### src/hdl/agc_pkg.sv
package agc_pkg;

  // Grid geometry: 4096 x 4096 cells, one color bit each, 32 cells per row word
  localparam int GRID_SIDE = 4096;
  localparam int CW        = $clog2(GRID_SIDE);
  localparam int ROW_CELLS = 32;
  localparam int CELL_BITS = $clog2(ROW_CELLS);
  localparam int ROW_AW    = 2 * CW - CELL_BITS;
  localparam int GRID_ROWS = GRID_SIDE * GRID_SIDE / ROW_CELLS;
  localparam logic [CW-1:0] CENTRE = CW'(GRID_SIDE / 2);

  // Run limits
  localparam int MAX_CAP     = 1048576;
  localparam int STEP_W      = 21;
  localparam int PAT_W       = 25;
  localparam int TOUCH_DEPTH = MAX_CAP + PAT_W;
  localparam int TOUCH_AW    = $clog2(TOUCH_DEPTH);

  // Highway detection constants
  localparam int RING_DEPTH = 128;
  localparam int RING_AW    = $clog2(RING_DEPTH);
  localparam int PERIOD     = 104;
  localparam int MARGIN     = 20;
  localparam int NPER       = 20;
  localparam int CERT_SPAN  = 2184;
  localparam int DISP_W     = 8;

  // Result codes
  localparam logic [1:0] ST_CERT  = 2'd0;
  localparam logic [1:0] ST_CAP   = 2'd1;
  localparam logic [1:0] ST_EDGE  = 2'd2;
  localparam logic [1:0] ST_STILL = 2'd3;

  // Configuration register indexes
  localparam logic [1:0] REG_BOX    = 2'd0;
  localparam logic [1:0] REG_CAP    = 2'd1;
  localparam logic [1:0] REG_STRICT = 2'd2;

  typedef struct packed {
    logic [CW-1:0] x_lo;
    logic [CW-1:0] y_lo;
    logic [CW-1:0] x_hi;
    logic [CW-1:0] y_hi;
  } bbox_t;

  typedef struct packed {
    logic          turn;
    bbox_t         box;
    logic [CW-1:0] px;
    logic [CW-1:0] py;
    logic [1:0]    head;
  } ring_entry_t;

  typedef struct packed {
    logic                 rd_en;
    logic [ROW_AW-1:0]    rd_row;
    logic                 wr_en;
    logic [ROW_AW-1:0]    wr_row;
    logic [ROW_CELLS-1:0] wr_word;
    logic                 tw_en;
    logic [TOUCH_AW-1:0]  tw_addr;
    logic [ROW_AW-1:0]    tw_row;
    logic                 tr_en;
    logic [TOUCH_AW-1:0]  tr_addr;
  } grid_req_t;

  typedef struct packed {
    logic acc;
    logic first;
  } scan_ctl_t;

endpackage

### src/hdl/agc_scan.sv
module agc_scan (
  input  logic                                clk,
  input  agc_pkg::scan_ctl_t                  ctl,
  input  logic [agc_pkg::CW-1:0]              q_x,
  input  logic [agc_pkg::CW-1:0]              q_y,
  input  logic signed [agc_pkg::DISP_W-1:0]   dx,
  input  logic signed [agc_pkg::DISP_W-1:0]   dy,
  input  agc_pkg::bbox_t                      snap,
  output logic                                pt_ok,
  output logic                                all_ok,
  output logic                                foot_ok
);

  logic [agc_pkg::CW-1:0]     x_min, x_max, y_min, y_max;
  logic [agc_pkg::DISP_W-1:0] ax, ay;
  logic [agc_pkg::CW:0]       lim_x, lim_y;

  // Ahead of the box by the margin, on the side the ant travels to
  function automatic logic past_margin(input logic [agc_pkg::CW-1:0] q,
                                       input logic signed [agc_pkg::DISP_W-1:0] d,
                                       input logic [agc_pkg::CW-1:0] lo,
                                       input logic [agc_pkg::CW-1:0] hi);
    logic [agc_pkg::CW:0] qe;
    logic [agc_pkg::CW:0] m;
    qe = {1'b0, q};
    m  = (agc_pkg::CW+1)'(agc_pkg::MARGIN);
    if (d > 0) return qe >= ({1'b0, hi} + m);
    else return (qe + m) <= {1'b0, lo};
  endfunction

  assign pt_ok = past_margin(q_x, dx, snap.x_lo, snap.x_hi) &&
                 past_margin(q_y, dy, snap.y_lo, snap.y_hi);

  // Running margin flag and footprint over the streamed positions
  always_ff @(posedge clk) begin
    if (ctl.acc) begin
      if (ctl.first) begin
        all_ok <= pt_ok;
        x_min  <= q_x;
        x_max  <= q_x;
        y_min  <= q_y;
        y_max  <= q_y;
      end else begin
        all_ok <= all_ok & pt_ok;
        if (q_x < x_min) x_min <= q_x;
        if (q_x > x_max) x_max <= q_x;
        if (q_y < y_min) y_min <= q_y;
        if (q_y > y_max) y_max <= q_y;
      end
    end
  end

  // Footprint must stay under NPER periods of travel: 20 = 16 + 4
  assign ax = dx[agc_pkg::DISP_W-1] ? agc_pkg::DISP_W'(-dx) : agc_pkg::DISP_W'(dx);
  assign ay = dy[agc_pkg::DISP_W-1] ? agc_pkg::DISP_W'(-dy) : agc_pkg::DISP_W'(dy);
  assign lim_x = ((agc_pkg::CW+1)'(ax) << 4) + ((agc_pkg::CW+1)'(ax) << 2);
  assign lim_y = ((agc_pkg::CW+1)'(ay) << 4) + ((agc_pkg::CW+1)'(ay) << 2);
  assign foot_ok = ({1'b0, x_max - x_min} < lim_x) && ({1'b0, y_max - y_min} < lim_y);

endmodule

### config.mk
export PLATFORM = sky130hd
export DESIGN_NAME = agc_scan
export DESIGN_NICKNAME = d
export VERILOG_FILES = /design/src/hdl/agc_pkg.sv /design/src/hdl/agc_scan.sv
export SDC_FILE = /design/constraint.sdc
export NUM_CORES = 1
export LEC_CHECK = 0
export BUFFER_PORTS_ARGS = -buffer_cell sky130_fd_sc_hd__buf_2
export CELL_PAD_IN_SITES_DETAIL_PLACEMENT = 1
export CELL_PAD_IN_SITES_GLOBAL_PLACEMENT = 2
export CORE_UTILIZATION = 39
export DETAILED_ROUTE_END_ITERATION = 7
export PLACE_DENSITY = 0.95
export SLEW_MARGIN = 0
export SYNTH_ARGS = -nofsm -noshare
export SYNTH_HDL_FRONTEND = slang
export SYNTH_SLANG_ARGS = --single-unit
### constraint.sdc
create_clock -name clk -period 6.9 [get_ports clk]
set_clock_uncertainty 0.2 [all_clocks]
set_input_delay 1.035 -clock clk [delete_from_list [all_inputs] [get_ports clk]]
set_output_delay 1.035 -clock clk [all_outputs]
set_load 0.1 [all_outputs]
==> results of run 1 <==
-- per-stage QoR --
step / setup WS, ns / std cells
6_report: 0.9382 / 1024
4_1_cts: 0.9539 / 1024
2_1_floorplan: 1.190 / 705
3_5_place_dp: 0.9557 / 1017
5_1_grt: 0.4912 / 1024
3_3_place_gp: 1.083 / 1017
-- flip-flops by register name (all words and copies together) (netlist names) --
| signal | flops |
|---|---|
| y_max | 12 |
| x_min | 12 |
| y_min | 12 |
| x_max | 12 |
| all_ok | 1 |
-- cells in the final DEF (no fill, tap or decap), types with 4 or more instances in the layout --
| master | count |
|---|---|
| and3_1 | 6 |
| inv_1 | 96 |
| edfxtp_1 | 49 |
| nand2_1 | 30 |
| o21ai_0 | 40 |
| o2111ai_1 | 6 |
| clkbuf_16 | 5 |
| xor2_1 | 27 |
| a2111oi_0 | 7 |
| a21oi_1 | 57 |
| a21o_1 | 25 |
| nor3_1 | 6 |
| buf_2 | 93 |
| o31ai_1 | 4 |
| a31oi_1 | 6 |
| nor2b_1 | 18 |
| nand4_1 | 10 |
| o21a_1 | 7 |
| nand3_1 | 24 |
| xnor2_1 | 45 |
| ha_1 | 152 |
| nand2b_1 | 11 |
| nor2_1 | 32 |
-- logic make-up after synthesis --
| group | after synthesis | share of synthesized area |
|---|---|---|
| xor+xnor | 72 | 0.09923 |
| simple gates | 152 | 0.1229 |
| compound gates | 182 | 0.1841 |
| flops | 49 | 0.2315 |
| buf+inv | 96 | 0.05670 |
| fa+ha+maj | 154 | 0.3056 |
-- layer usage --
| metal | GRT usage | up-vias |
|---|---|---|
| met5 | 0 | - |
| met4 | 0.04651 | 0 |
| met3 | 0.01239 | 16 |
| met2 | 0.3536 | 81 |
| met1 | 0.2534 | 2518 |
| li1 | - | 2763 |
-- critical path, stage by stage --
cell and delay, ns:
buf_2 0.12, inv_1 0.11, ha_1 0.22, nand2_1 0.06
nand2_1 0.08, xor2_1 0.25, inv_1 0.16, ha_1 0.36
a21oi_1 0.22, nor2b_1 0.10, a21oi_1 0.16, xor2_1 0.17
ha_1 0.25, nand3_1 0.09, nor2_1 0.05, a2111oi_0 0.42
nand2_1 0.10, a31oi_1 0.14, o32a_1 0.20, buf_2 0.43
-- power groups by stage --
stage          registers [W]  clock network, W  logic, W
3_5_place_dp        0.000369                 0  0.000601
2_1_floorplan       0.000369                 0  0.000427
3_3_place_gp        0.000368                 0  0.000585
5_1_grt             0.000365          0.000282  0.000690
4_1_cts             0.000363          0.000279  0.000608
6_report            0.000363          0.000272  0.000597
-- final cells by class --
type / instances / area share
Clock buffer: 5 / 0.01720
Sequential cell: 49 / 0.2023
Multi-Input combinational cell: 560 / 0.6219
Timing Repair Buffer: 96 / 0.06709
Inverter: 96 / 0.04954
Clock inverter: 2 / 0.004817
Tap cell: 216 / 0.03716
-- path summary, 6_finish.rpt --
kind	start	to	slack [ns]	cells past startpoint
max reg2reg	y_min[1]	y_min[7]	3.89	9
min	all_ok	all_ok	0.35	1
min reg2reg	all_ok	all_ok	0.35	1
max	dx[0]	foot_ok	0.94	20
==> PnR_summary.wiki, run 1 <==
{| class="wikitable"
! Metric !! Value
|-
| Growth of design area from synthesis to finish || 14.45%
|-
| Final hold violations || 0
|-
| Met1 Wirelength || 7563 µm
|-
| Count of nets left with antenna violations after detail routing || 0
|-
| Netlist area before placement || 6355 µm²
|-
| Met2 WL || 7498 µm
|-
| Leading post-synthesis cells by cell area || ha_1, edfxtp_1, xnor2_1, inv_1, a21oi_1
|-
| Clock network fraction of total power || 0.221
|-
| Total number of placement rows || 46
|-
| Net Sw Frac || 0.3739
|-
| Buffer count from post-CTS setup fixing || 0
|-
| Uppermost routed layer || met4
|-
| Depth of the CTS H-tree || 2
|-
| Placeable core area || 15890 µm²
|-
| Clock tree from TritonCTS || yes
|-
| All-Layer GR Usage || 0.1956
|-
| Sequential cell area || 1471 µm²
|-
| Final period util || 0.8640
|-
| Total placed instance area || 7113 µm²
|-
| Net switching power of the design || 0.0004607 W
|-
| Number of global-route vias before repair || 5671
|-
| Slew Limit Headroom || 0.1786
|-
| Average cell area after synthesis || 9.014 µm²
|-
| Via total after detailed routing || 5378
|-
| Count of fill cells added during filler insertion || 1947
|-
| Final Util || 0.4579
|-
| Maximum operating frequency || 0.1677 GHz
|-
| Cell internal pwr || 0.0007715 W
|-
| Number of buffers created by CTS || 5
|-
| Unrepaired setup endpoints after global routing || false
|-
| Number of enable flip-flop cells after synthesis || 49
|-
| Total power draw || 0.001232 W
|-
| Dominant cell type by area after synthesis || ha_1
|-
| Area enclosed by the die boundary || 16810 µm²
|-
| Most numerous cell types in the synthesized netlist || ha_1, inv_1, a21oi_1, edfxtp_1, xnor2_1
|-
| Routed wl met3 || 310 µm
|-
| Kind of start point of the critical path || input port
|-
| Clk buf depth || 2
|-
| Vias/cell || 5.252
|-
| Largest net degree at the start of global routing || 15
|-
| Number of setup violations in the final report || 0
|-
| Part of the total power dissipated in combinational logic || 0.485
|-
| Global-route wire length before repair || 26290 µm
|-
| Initial antenna violation count || 0
|-
| Count of hold buffers inserted by post-cts repair || 0
|-
| RePlAce Congestion || 0.8195
|-
| Async set or reset register ratio after synthesis || 0
|-
| Number of synthesized register bits || 49
|-
| DRC violations left || 0
|-
| Leading cell type by number of instances after synthesis || ha_1
|-
| Area of the multi-input gates || 4523 µm²
|-
| Post-cts gate resize count || 0
|-
| Sequential-to-total area share from yosys stat || 0.2315
|-
| Boundary pin count || 94
|-
| Worst vdd rail ir drop || 92.25 µV
|-
| Initial Utilization || 0.4000
|-
| Post-synth net total || 950
|-
| Status || complete, no violations
|-
| Measured slew at the worst slew-check pin || 1.232 ns
|-
| Number of iterations in the first detailed-routing pass || 4
|-
| DRC violation total after the first TritonRoute iteration || 120
|-
| Total Nets Final || 1053
|-
| Leakage dissipation || 3.560 nW
|-
| Post-route cell area || 7273 µm²
|-
| Aggregate global routing overflow || 0
|-
| Horizontal die dimension || 129.7 µm
|-
| Count of cell types in the netlist || 48
|-
| Wirelength per Cell || 15.21 µm
|-
| Time the final worst path needs with I/O delays and setup || 5.962 ns
|-
| Yosys Warn Count || 0
|-
| Part of the power in registers || 0.295
|-
| Worst hold slack || 0.3506 ns
|-
| Pwr/cell area || 169.4 nW/µm²
|-
| Buffers added on ports || 93
|-
| Clock-pin slew on the worst setup and hold paths || 0.06 ns
|-
| Category of the most critical setup path || in2out
|-
| Final routed wirelength across all metal layers || 15580 µm
|-
| Fraction of layout cells with a size suffix above 1 || 0.1374
|-
| Die Y || 129.7 µm
|-
| Clk sink count || 49
|-
| Number of max-cap violations || 0
|-
| Top_reg_cell synth || edfxtp_1
|-
| Total inserted antenna cells || 0
|-
| Area fraction of the dominant cell type after synthesis || 0.2993
|-
| Data arrival time at the worst-slack endpoint || 4.73 ns
|-
| Required time reported for the critical path endpoint || 5.66 ns
|-
| Max Transition Viols Final || 0
|-
| Post-synthesis instance total || 705
|-
| Hold Crit Class || reg2reg
|-
| Final HPWL from detailed placement || 13280 µm
|-
| Clock Latency Late Sink || 0.29 ns
|-
| Total negative setup slack || 0 ns
|-
| Highest net fanout along the worst path || 4
|-
| CTS root buf || clkbuf_16
|-
| Kind of end point of the critical path || output pin
|}
(Power assumes the default switching activity.)
==> run 2: changes to the inputs <==
Settings changed: ABC_AREA set to 1, CORE_UTILIZATION 39 to 37.
==> PnR_summary.wiki, run 2 <==
{| class="wikitable"
! Metric !! Value
|-
| Status || complete, no violations
|-
| Final HPWL from detailed placement || 14440 µm (+8.8%)
|-
| Kind of start point of the critical path || input port
|-
| Number of synthesized register bits || 49 (unchanged)
|-
| Buffers added on ports || 93 (unchanged)
|-
| Leading cell type in the layout, fill and taps excluded || inv_1
|-
| Number of setup violations in the final report || 0 (unchanged)
|-
| Final period util || 0.7835 (-0.08053)
|-
| Initial Utilization || 0.3782 (-0.02180)
|-
| CTS root buf || clkbuf_16
|-
| Total negative setup slack || 0 ns (unchanged)
|-
| DRC violations left || 0 (unchanged)
|-
| Aggregate global routing overflow || 0 (unchanged)
|-
| Unrepaired setup endpoints after global routing || false
|-
| Pwr/cell area || 158.8 nW/µm² (-6.3%)
|-
| Final hold violations || 0 (unchanged)
|-
| Maximum operating frequency || 0.1850 GHz (+10%)
|-
| Max Transition Viols Final || 0 (unchanged)
|-
| Area fraction of the dominant cell type after synthesis || 0.2790 (-0.02032)
|-
| Clk buf depth || 2 (unchanged)
|-
| Count of cell types in the netlist || 36 (-25%)
|-
| Largest net degree at the start of global routing || 16 (+1)
|-
| Hold Crit Class || reg2reg
|-
| RePlAce Congestion || 0.8009 (-2.3%)
|-
| Highest net fanout along the worst path || 4 (unchanged)
|-
| Async set or reset register ratio after synthesis || 0 (unchanged)
|-
| Growth of design area from synthesis to finish || 13.40%
|-
| Data arrival time at the worst-slack endpoint || 4.17 ns (-0.56 ns)
|-
| Wirelength per Cell || 13.68 µm (-10%)
|-
| Buffer count from post-CTS setup fixing || 0 (unchanged)
|-
| Leading post-synthesis cells by cell area || ha_1, edfxtp_1, inv_1, nand2_1, a21oi_1
|-
| Final Util || 0.4289 (-0.02894)
|-
| Count of fill cells added during filler insertion || 2335 (+20%)
|-
| Average cell area after synthesis || 7.635 µm² (-15%)
|-
| Slew Limit Headroom || 0.2488 (+0.07026)
|-
| Via total after detailed routing || 6071 (+13%)
|-
| Most numerous cell types in the synthesized netlist || inv_1, nand2_1, ha_1, a21oi_1, nor2_1
|-
| Placeable core area || 18020 µm² (+13%)
|-
| Total number of placement rows || 49 (+6.5%)
|-
| Measured slew at the worst slew-check pin || 1.127 ns (-0.1054 ns)
|-
| DRC violation total after the first TritonRoute iteration || 191 (+59%)
|-
| Number of max-cap violations || 0 (unchanged)
|-
| Kind of end point of the critical path || output pin
|-
| Worst vdd rail ir drop || 90.55 µV (-1.8%)
|-
| Number of iterations in the first detailed-routing pass || 4 (unchanged)
|-
| Yosys Warn Count || 0 (unchanged)
|-
| Top_reg_cell synth || edfxtp_1
|-
| Post-synth net total || 1138 (+20%)
|-
| Number of global-route vias before repair || 6315 (+11%)
|-
| Depth of the CTS H-tree || 2 (unchanged)
|-
| Number of enable flip-flop cells after synthesis || 49 (unchanged)
|-
| Vias/cell || 4.956 (-5.6%)
|-
| All-Layer GR Usage || 0.1895 (-0.006117)
|-
| Count of nets left with antenna violations after detail routing || 0 (unchanged)
|-
| Category of the most critical setup path || in2out
|-
| Final routed wirelength across all metal layers || 16760 µm (+7.6%)
|-
| Boundary pin count || 94 (unchanged)
|-
| Total Nets Final || 1240 (+18%)
|-
| Sequential-to-total area share from yosys stat || 0.2158 (-0.01572)
|-
| Required time reported for the critical path endpoint || 5.66 ns (about the same)
|-
| Routed wl met3 || 422 µm (+36%)
|-
| Post-cts gate resize count || 0 (unchanged)
|-
| Area enclosed by the die boundary || 18970 µm² (+13%)
|-
| Met2 WL || 7925 µm (+5.7%)
|-
| Number of buffers created by CTS || 5 (unchanged)
|-
| Total inserted antenna cells || 0 (unchanged)
|-
| Die Y || 137.7 µm (+6.2%)
|-
| Clk sink count || 49 (unchanged)
|-
| Met1 Wirelength || 8247 µm (+9.0%)
|-
| Dominant cell type by area after synthesis || ha_1
|-
| Leading cell type by number of instances after synthesis || inv_1
|-
| Netlist area before placement || 6818 µm² (+7.3%)
|-
| Count of hold buffers inserted by post-cts repair || 0 (unchanged)
|-
| Clock tree from TritonCTS || yes
|-
| Initial antenna violation count || 0 (unchanged)
|-
| Time the final worst path needs with I/O delays and setup || 5.406 ns (-0.5557 ns)
|-
| Post-synthesis instance total || 893 (+27%)
|-
| Fraction of layout cells with a size suffix above 1 || 0.1185 (-0.01890)
|-
| Commonest cells after routing, fill and taps aside || inv_1, nand2_1, ha_1
|-
| Clock-pin slew on the worst setup and hold paths || 0.07 ns (about the same)
|-
| Clock Latency Late Sink || 0.29 ns (about the same)
|-
| Leakage dissipation || 4.104 nW (+15%)
|-
| Uppermost routed layer || met4
|-
| Global-route wire length before repair || 28920 µm (+10%)
|-
| Horizontal die dimension || 137.7 µm (+6.2%)
|}
## run 2: changes by cell type after synthesis, sizes merged, moves of 18 or more
cell   previous run  this run
a21o             25         6
nor2b            18         0
nand2            30       157
inv              96       169
nor2             32        68
nand3            24        42
## run 2: routing by layer
layer / vias to the layer above / global-route usage
met5: - / 0
met4: 0 / 0.03623
met3: 10 / 0.01288
met2: 70 / 0.3356
met1: 2812 / 0.2525
li1: 3179 / -
## run 2: logic make-up after synthesis
| kind of cell | Yosys count | synth area share |
|---|---|---|
| buffers and inverters | 170 | 0.09359 |
| xor gates and xnor gates | 71 | 0.09506 |
| AOI/OAI and AO/OA | 125 | 0.1024 |
| adders and majority gates | 154 | 0.2848 |
| and+or+nand+nor | 324 | 0.2083 |
| DFF | 49 | 0.2158 |
## run 2: metrics by stage
stage	area, µm²	hold WS, ns	instances	setup slack (ns)	power, W
detailed placement	7589	0.3998	1217	1.449	0.0009965
finish	7731	0.4004	1225	1.494	0.001228
global route	7731	0.4546	1225	1.078	0.001343
global placement	7589	0.3764	1217	1.492	0.0009770
floorplan	6818	0.8800	893	1.088	0.0008209
CTS	7731	0.4181	1225	1.432	0.001245
## run 2: layout make-up
class	count	area, µm²	share of cell area
clock buffers	6	128.9	0.01667
clock inverters	2	13.76	0.001780
inverters	169	634.4	0.08205
multi-input cells	674	4708	0.6090
flip-flops and latches	49	1471	0.1903
well taps	229	286.5	0.03706
repair buffers	96	488.0	0.06312
## run 2: path summary, 6_finish.rpt
path	from	cells after the start	to	slack, ns
hold / removal	all_ok	2	all_ok	0.40
setup / recovery	dy[0]	23	foot_ok	1.49
setup reg to reg	x_max[11]	8	x_max[6]	3.96
hold reg to reg	all_ok	2	all_ok	0.40
## run 2: report_power, final
| part | leakage (nW) | internal [W] | switching, W |
|---|---|---|---|
| sequential | 0.470 | 0.000353 | 0.00000943 |
| combinational | 3.56 | 0.000247 | 0.000373 |
| clock | 0.0712 | 0.000135 | 0.000110 |
## run 2: critical path, stage by stage
cell	delay, ns
buf_2	0.12
inv_1	0.05
ha_1	0.20
inv_1	0.07
nand2_1	0.05
nand3_1	0.07
o21ai_0	0.13
ha_1	0.24
fa_1	0.41
nand3_1	0.09
and2_1	0.17
inv_1	0.05
nand2_1	0.07
o21ai_2	0.06
xnor2_1	0.13
ha_1	0.29
a21o_1	0.16
nand3_1	0.07
nand2_1	0.05
nor2_1	0.09
nand2_1	0.05
nor2_1	0.08
buf_2	0.43
==> run 3: changes to the inputs <==
Settings changed: ABC_AREA 1 to 0, CORE_UTILIZATION 37 to 33, PLACE_DENSITY 0.95 to 0.89.
Clock period 6.9 ns to 4.65 ns, I/O delays scaled along.
==> PnR_summary.wiki, run 3 (synthesized netlist as in run 1, its figures left out) <==
{| class="wikitable"
! Metric !! Value
|-
| DRC violations left || 0 (unchanged)
|-
| CTS root buf || clkbuf_16
|-
| Kind of end point of the critical path || output pin
|-
| Worst vdd rail ir drop || 137.9 µV (+52%)
|-
| Critical path capture point || foot_ok
|-
| Worst reg2reg setup slack || 1.76 ns (-2.20 ns)
|-
| Source of the worst register-to-register timing path || x_min[1]
|-
| Cell count of the worst reg-to-reg path || 9 (+1)
|-
| Measured slew at the worst slew-check pin || 0.5590 ns (-0.5677 ns)
|-
| Count of hold buffers inserted by post-cts repair || 0 (unchanged)
|-
| Slew Limit Headroom || 0.6177 (+0.3689)
|-
| Data arrival time at the worst-slack endpoint || 3.83 ns (-0.34 ns)
|-
| Growth of design area from synthesis to finish || 28.94%
|-
| Initial antenna violation count || 0 (unchanged)
|-
| Cell internal pwr || 0.001246 W (+69%)
|-
| Initial Utilization || 0.3386 (-0.03965)
|-
| Setup WS pre-CTS || -0.3023 ns (-1.751 ns)
|-
| CP startpoint || dy[1]
|-
| Clk sink count || 49 (unchanged)
|-
| Global-route track usage on met1 || 0.2328 (-0.01967)
|-
| All-Layer GR Usage || 0.1782 (-0.01133)
|-
| Kind of start point of the critical path || input port
|-
| Category of the most critical setup path || in2out
|-
| Grt met2 use || 0.3221 (-0.01349)
|-
| Cell Count, Final, Fillers Out || 1102 (-10%)
|-
| Depth of the CTS H-tree || 2 (unchanged)
|-
| Clock-pin slew on the worst setup and hold paths || 0.07 ns (about the same)
|-
| Final HPWL from detailed placement || 13950 µm (-3.4%)
|-
| Aggregate global routing overflow || 0 (unchanged)
|-
| Largest net degree at the start of global routing || 16 (unchanged)
|-
| Number of global-route vias before repair || 6173 (-2.2%)
|-
| Number of max-cap violations || 0 (unchanged)
|-
| Grt peak-use layer || met2
|-
| Unrepaired setup endpoints after global routing || true
|-
| Worst R2R End || x_min[2]
|-
| Number of iterations in the first detailed-routing pass || 5 (+1)
|-
| Part of the power in registers || 0.266 (-0.029)
|-
| Count of nets left with antenna violations after detail routing || 0 (unchanged)
|-
| Leakage dissipation || 3.933 nW (-4.2%)
|-
| Clock network fraction of total power || 0.178 (-0.022)
|-
| Pwr/cell area || 247.1 nW/µm² (+56%)
|-
| Final worst-path setup slack || -0.07639 ns (-1.570 ns)
|-
| Die Y || 140.8 µm (+2.2%)
|-
| Buffers added on ports || 93 (unchanged)
|-
| Total inserted antenna cells || 0 (unchanged)
|-
| Leading cell type in the layout, fill and taps excluded || ha_1
|-
| Clock tree from TritonCTS || yes
|-
| Final routed wirelength across all metal layers || 17100 µm (+2.1%)
|-
| Cell count after placement || 1081 (-11%)
|-
| Max Transition Viols Final || 0 (unchanged)
|-
| Boundary pin count || 94 (unchanged)
|-
| Required time reported for the critical path endpoint || 3.75 ns (-1.91 ns)
|-
| Total Nets Final || 1112 (-10%)
|-
| Placeable core area || 18770 µm² (+4.1%)
|-
| Total number of placement rows || 50 (+2.0%)
|-
| Routing usage on met3 || 0.007473 (-0.005404)
|-
| Clock Latency Late Sink || 0.29 ns (about the same)
|-
| Final period util || 1.016
|-
| Net switching power of the design || 0.0007791 W (+58%)
|-
| Vias/cell || 5.119 (+3.3%)
|-
| Wirelength per Cell || 15.52 µm (+13%)
|-
| Horizontal die dimension || 140.8 µm (+2.2%)
|-
| DRC violation total after the first TritonRoute iteration || 170 (-11%)
|-
| Number of setup violations in the final report || 1 (+1)
|-
| Hold Crit Class || reg2reg
|-
| Maximum operating frequency || 0.2116 GHz
|-
| Clk buf depth || 2 (unchanged)
|-
| Commonest cells after routing, fill and taps aside || ha_1, inv_1, buf_2
|-
| Part of the total power dissipated in combinational logic || 0.557 (+0.052)
|-
| Via total after detailed routing || 5641 (-7.1%)
|-
| Number of buffers created by CTS || 5 (unchanged)
|-
| RePlAce Congestion || 0.8073 (+0.80%)
|-
| Time the final worst path needs with I/O delays and setup || 4.726 ns
|-
| Highest net fanout along the worst path || 4 (unchanged)
|-
| Violated checks || negative setup slack
|-
| Status || complete, but fails checks
|-
| Net Sw Frac || 0.3847 (-0.01621)
|-
| Final hold violations || 0 (unchanged)
|-
| Fraction of layout cells with a size suffix above 1 || 0.2558 (+0.1373)
|-
| Area enclosed by the die boundary || 19820 µm² (+4.4%)
|-
| Global-route wire length before repair || 29010 µm (+0.34%)
|}
==> run 3: cell type report <==
| class | count | area, µm² |
|---|---|---|
| Clock buffer | 5 | 125.1 |
| Sequential cell | 49 | 1471 |
| Fill cell | 2205 | 10570 |
| Tap cell | 234 | 292.8 |
| Inverter | 96 | 370.4 |
| Multi-Input combinational cell | 560 | 4907 |
| Timing Repair Buffer | 155 | 1010 |
| Clock inverter | 3 | 17.52 |
==> run 3: worst min-delay path by stage <==
stage / startpoint / endpoint / cells past startpoint
6_report: all_ok / all_ok / 1
5_1_grt: q_x[0] / x_min[0] / 1
4_1_cts: all_ok / all_ok / 1
3_5_place_dp: all_ok / all_ok / 1
3_3_place_gp: all_ok / all_ok / 1
2_1_floorplan: q_x[0] / x_max[0] / 0
==> run 3: critical path, stage by stage <==
cell and delay, ns:
buf_8 0.09, inv_4 0.04, ha_4 0.16, nand2b_4 0.16, xnor2_4 0.16, ha_4 0.17, fa_2 0.39, a21o_1 0.19
a21oi_2 0.18, xor2_1 0.22, ha_1 0.28, nand3_2 0.09, nor2_4 0.05, a2111oi_4 0.37, nand2_1 0.09, a31oi_1 0.15
o32a_2 0.18, buf_12 0.17
==> run 3: through the flow <==
step	area, µm²	hold slack (ns)	utilization	TNS (ns)	total power [W]
6_report	8194	0.3768	0.4366	-0.07639	0.002025
5_1_grt	8194	0.4221	0.4366	-0.2686	0.002190
4_1_cts	7910	0.3923	0.4215	0	0.001969
3_5_place_dp	7516	0.3684	0.4005	-0.3023	0.001543
3_3_place_gp	7516	0.3708	0.4005	-0.1481	0.001503
2_1_floorplan	6360	0.5964	-	-0.05525	0.001185
==> run 3: what timing repair did <==
action                     in CTS  in global routing
setup buffers                   5                  8
cloned                          0                  0
pin swaps                      22                 31
resized for setup              43                 43
setup endpoints to repair       1                  1
==> run 3: power groups by stage <==
stage	registers [W]	logic [W]	clock network [W]
final	0.000538	0.00113	0.000360
after global routing	0.000541	0.00127	0.000382
after CTS	0.000538	0.00106	0.000370
after detailed placement	0.000548	0.000996	0
after global placement	0.000546	0.000957	0
after floorplan	0.000548	0.000637	0
==> run 3: layer usage <==
metal,vias to the layer above,part of all wire
met5,-,0
met4,0,0.015
met3,18,0.016
met2,71,0.50
met1,2675,0.47
li1,2877,-
